## src/sv/scar_pkg.sv

```systemverilog
// shared types, constants and ring geometry functions of the stereo reverb core
package scar_pkg;

    localparam int WORD_W = 32;

    localparam int SAMPLE_BITS_DEF     = 32;
    localparam int COMB_LONGEST_DEF    = 728;
    localparam int ALLPASS_LONGEST_DEF = 13;

    localparam int COMB_RINGS    = 6;
    localparam int ALLPASS_RINGS = 2;

    localparam int COMB_NOMINAL [COMB_RINGS]       = '{728, 700, 680, 654, 610, 587};
    localparam int ALLPASS_NOMINAL [ALLPASS_RINGS] = '{13, 12};

    localparam logic [WORD_W-1:0] COMB_DECAY_RST   = 32'h7333_3333;
    localparam logic [WORD_W-1:0] ALLPASS_COEF_RST = 32'h1fff_ffff;
    localparam logic [WORD_W-1:0] COMB_GAIN_RST    = 32'h3fff_ffff;
    localparam logic [WORD_W-1:0] WET_MIX_RST      = 32'h3333_3333;

    localparam int CFG_IDX_W = 2;

    typedef enum logic [CFG_IDX_W-1:0] {
        CFG_COMB_DECAY   = 2'd0,
        CFG_ALLPASS_COEF = 2'd1,
        CFG_COMB_GAIN    = 2'd2,
        CFG_WET_MIX      = 2'd3
    } t_cfg_reg;

    typedef enum logic [4:0] {
        ST_IDLE,
        ST_WET_MUL,
        ST_DRYL_MUL,
        ST_DRYR_MUL,
        ST_COMB0,
        ST_COMB1,
        ST_COMB2,
        ST_COMB3,
        ST_COMB4,
        ST_COMB5,
        ST_GAIN,
        ST_AP0_RD,
        ST_AP0_NEW,
        ST_AP0_OUT,
        ST_AP1_NEW,
        ST_AP1_OUT,
        ST_DONE
    } t_state;

    typedef struct packed {
        logic rd_en;
        logic wr_en;
        logic adv;
    } t_store_ctl;

    // ring length, cut to the longest allowed
    function automatic int ring_len(input bit is_comb, input int idx, input int longest);
        int nominal;
        if (is_comb) begin
            nominal = (idx < COMB_RINGS) ? COMB_NOMINAL[idx] : 1;
        end else begin
            nominal = (idx < ALLPASS_RINGS) ? ALLPASS_NOMINAL[idx] : 1;
        end
        return (nominal > longest) ? longest : nominal;
    endfunction

    // first entry of a ring in the packed store
    function automatic int ring_base(input bit is_comb, input int idx, input int longest);
        int base;
        base = 0;
        for (int k = 0; k < COMB_RINGS; k++) begin
            if (k < idx) begin
                base = base + ring_len(is_comb, k, longest);
            end
        end
        return base;
    endfunction

endpackage

```

## src/sv/scar_fmul.sv

```systemverilog
// shared q31 fractional multiplier, truncating toward minus infinity, registered result
module scar_fmul (
    input  logic                               i_clk,
    input  logic                               i_en,
    input  logic signed [scar_pkg::WORD_W-1:0] i_a,
    input  logic signed [scar_pkg::WORD_W-1:0] i_b,
    output logic        [scar_pkg::WORD_W-1:0] o_prod
);

    logic signed [2*scar_pkg::WORD_W-1:0] w_full;
    logic        [scar_pkg::WORD_W-1:0]   r_prod;

    assign w_full = i_a * i_b;

    always_ff @(posedge i_clk) begin
        if (i_en) begin
            r_prod <= w_full[2*scar_pkg::WORD_W-2:scar_pkg::WORD_W-1];
        end
    end

    assign o_prod = r_prod;

endmodule

```

## config.mk

```make
export PLATFORM = sky130hd
export DESIGN_NAME = scar_fmul
export DESIGN_NICKNAME = d
export VERILOG_FILES = /design/src/sv/scar_pkg.sv /design/src/sv/scar_fmul.sv
export SDC_FILE = /design/constraint.sdc
export NUM_CORES = 2
export LEC_CHECK = 0
export BUFFER_PORTS_ARGS = -buffer_cell sky130_fd_sc_hd__buf_2
export CAP_MARGIN = 0
export CORE_MARGIN = 2
export CORE_UTILIZATION = 65
export DETAILED_ROUTE_END_ITERATION = 10
export GPL_ROUTABILITY_DRIVEN = 0
export GPL_TIMING_DRIVEN = 0
export HOLD_SLACK_MARGIN = 0.12
export PLACE_DENSITY = 0.84
export SYNTH_ARGS = -nofsm -noshare
export SYNTH_HDL_FRONTEND = slang
export SYNTH_SLANG_ARGS = --single-unit
export TNS_END_PERCENT = 5
```

## constraint.sdc

```tcl
create_clock -name i_clk -period 23.4 [get_ports i_clk]
set_clock_uncertainty 0.15 [all_clocks]
set_input_delay 4.68 -clock i_clk [delete_from_list [all_inputs] [get_ports i_clk]]
set_output_delay 4.68 -clock i_clk [all_outputs]
set_load 0.05 [all_outputs]
```

==> results.yml <==
run_status:
  run_status: "finished, final reports clean"
timing:
  max_freq_ghz: 0.07045
  final_min_period_over_clock_period_pct: 60.66
  hold_violations: 0
  finalSetupViolCount: 0
  timing_worst_slew_pin_value_ps: 1438
  layout_min_cycle_time_ps: 14190
  setup_tns_ps: 0
  max-slew-margin-rel_pct: 3.833
  rsz_0062_raised_after_global_routing: "false"
  final-max-slew-violation-count: 0
  fin_ws_ps: 9207
finish:
  layout-area-overhead-vs-synth_pct: 4.612
  drive_gt1_share_pct: 3.118
  fin_nets: 5196
  design_area_um2: 37860
  largest_register_ffs: 32
clock_tree:
  cts_setup_buffers: 0
  cts.reportedPaths.clkPinSlew_ps: 70
  cts_made_buffers: 5
  clockBufferDepth: 2
  tritoncts: "built"
  cts.root.buffer_cell: "clkbuf_16"
  ctsResizeCount: 0
  clkSinkCount: 32
  cts_max_level: 2
  hold_buffers: 0
worst_setup_path:
  timing_worst_setup_path_type: "in2reg"
  critPathLaunchType: "input port"
  crit_family: "adder cells"
  worst-endpoint-arrival_ps: 14140
  end_kind: "register"
  cpMostUsedCell: "fa_1"
  cpMaxStageDelayCell: "fa_1"
  cpPeakStageDelay_ps: 1010
  worst-path-max-fanout: 10
  crit_path_cell_trace: "buf_2 > clkbuf_1 > nand2_1 > fa_1 > fa_1 > fa_1 > inv_1 > fa_1 > inv_1 > fa_1 > inv_1 > fa_1 > inv_1 > fa_1 > inv_1 > fa_1 > ha_1 > clkbuf_1 > nand4_1 > or4_1 > a211oi_1 > nor2_1 > xnor2_1"
  critical_path.n_buffers_inverters: 8
  worstPathRequired_ps: 23340
placed_design:
  port_buffers: 97
  dpl.hpwl_um: 100400
  preCtsSetupSlack_ps: 9260
  dpl-instance-area_um2: 37610
run:
  max_cap_viol_count: 0
drt:
  drt-initial-drc-count: 3536
  wl_met2_um: 52940
  wl_per_cell_um: 26.56
  met1Wirelength_um: 36590
  met3RoutedLength_um: 19920
  post-route-drc-count: 0
  drt_first_pass_iters: 9
  route.vias.total: 28520
  finalWirelength_um: 123700
  postRouteAntennaNets: 0
  top_layer: "met5"
  viasPerCell: 6.121
floorplan:
  initial_core_util_pct: 65.68
  core_um2: 55090
  top_level_ports: 98
  die_w_um: 240.0
  floorplan.die_area_um2: 57580
  die_height_um: 240.0
  rows: 86
logic_synthesis:
  asyncSetResetFlopFracSynth_pct: 0
  syn_nets: 5092
  ys_ff_latch: 32
  synth.area.top_cells: "fa_1 (59%), inv_1 (10%), and2_1 (8.9%)"
  yosysUniqueCellTypes: 55
  synth-seq-area-share_pct: 2.655
  yosysWarningCount: 0
  yosys_most_used_dff: "edfxtp_1"
  syn_avg_cell_area_um2: 9.583
  netlist_instances: 3776
  synth_top_area_cell: "fa_1"
  post_synth_instance_area_um2: 36190
  synth_edf_count: 32
  synth_largest_type_area_fraction_pct: 59.30
grt:
  global_route.overflow_total: 0
  grtUsageTotal_pct: 45.82
  grt_start_max_net_pins: 33
  via_count_of_the_first_global_routing_pass: 31100
  global_route_wire_length_before_repair_um: 185700
  antenna_found_initial: 22
min_path:
  min_path_type: "in2reg"
==> cell families (layout without fill, tap and decap cells) <==
| family | after synthesis | in the layout | synth area share [%] |
|---|---|---|---|
| DFF | 32 | 32 | 2.655 |
| xor gates and xnor gates | 49 | 49 | 1.186 |
| buffers and inverters | 1194 | 1299 | 12.44 |
| and+or+nand+nor | 1108 | 1108 | 15.61 |
| other | 0 | 30 | 0 |
| adders and majority gates | 1250 | 1250 | 65.46 |
| AOI/OAI and AO/OA | 143 | 143 | 2.645 |
==> layout make-up <==
cell class	count	area [um2]
multi-input cells	2550	30730
fillers	4132	17240
inverters	993	3727
flip-flops and latches	32	960.9
well taps	748	935.9
plain buffers	201	775.7
repair buffers	97	485.5
clock buffers	5	125.1
diodes	30	75.07
clock inverters	3	42.54
==> cell usage after synthesis (2+ instances only) <==
library cell / count
nor2b_1: 27
ha_1: 178
nor2_1: 18
or4_1: 2
a31oi_1: 3
nor3_1: 5
a211oi_1: 10
o21ai_1: 11
o211ai_1: 3
nand2_1: 497
xor2_1: 10
a41o_1: 3
or3_1: 2
and3_1: 3
o2111ai_1: 3
clkbuf_1: 196
a21oi_1: 43
xnor2_1: 39
buf_6: 2
fa_1: 1072
buf_2: 2
a21boi_0: 2
o21bai_1: 4
o31a_1: 2
a21o_1: 23
edfxtp_1: 32
nand2b_1: 10
or2_2: 2
nand4_1: 13
o21ai_0: 20
and2_1: 517
inv_1: 993
nand3_1: 7
==> cells in the final DEF (no fill, tap or decap), types with 30 or more instances in the layout <==
cell and n:
edfxtp_1 32, diode_2 30, ha_1 178, inv_1 993
clkbuf_1 196, fa_1 1072, buf_2 99, a21oi_1 43
nand2_1 497, xnor2_1 39, and2_1 517
==> through the flow <==
| step | util, % | std cells | hold WS [ps] |
|---|---|---|---|
| 6_report | 68.71 | 4659 | 4848 |
| 3_5_place_dp | 68.27 | 4621 | 5070 |
| 2_1_floorplan | - | 3776 | 4643 |
| 3_3_place_gp | 68.26 | 4621 | 5072 |
| 4_1_cts | 68.58 | 4629 | 4891 |
| 5_1_grt | 68.60 | 4633 | 4907 |
==> path summary, 6_finish.rpt <==
kind / start / endpoint / slack (ps) / depth (start not counted)
worst max-delay path: i_b[8] / o_prod[28]$_DFFE_PP_ / 9210 / 23
worst min-delay path: i_en / o_prod[25]$_DFFE_PP_ / 4850 / 1
==> per-layer routing <==
| layer | global-route usage (%) | vias up |
|---|---|---|
| li1 | - | 10880 |
| met1 | 50.20 | 14150 |
| met2 | 67.33 | 2472 |
| met3 | 22.16 | 1004 |
| met4 | 37.93 | 14 |
| met5 | 1.558 | - |
Power is not shown: default switching activity piles up to over one toggle a cycle in this logic, so the estimate is an artifact.
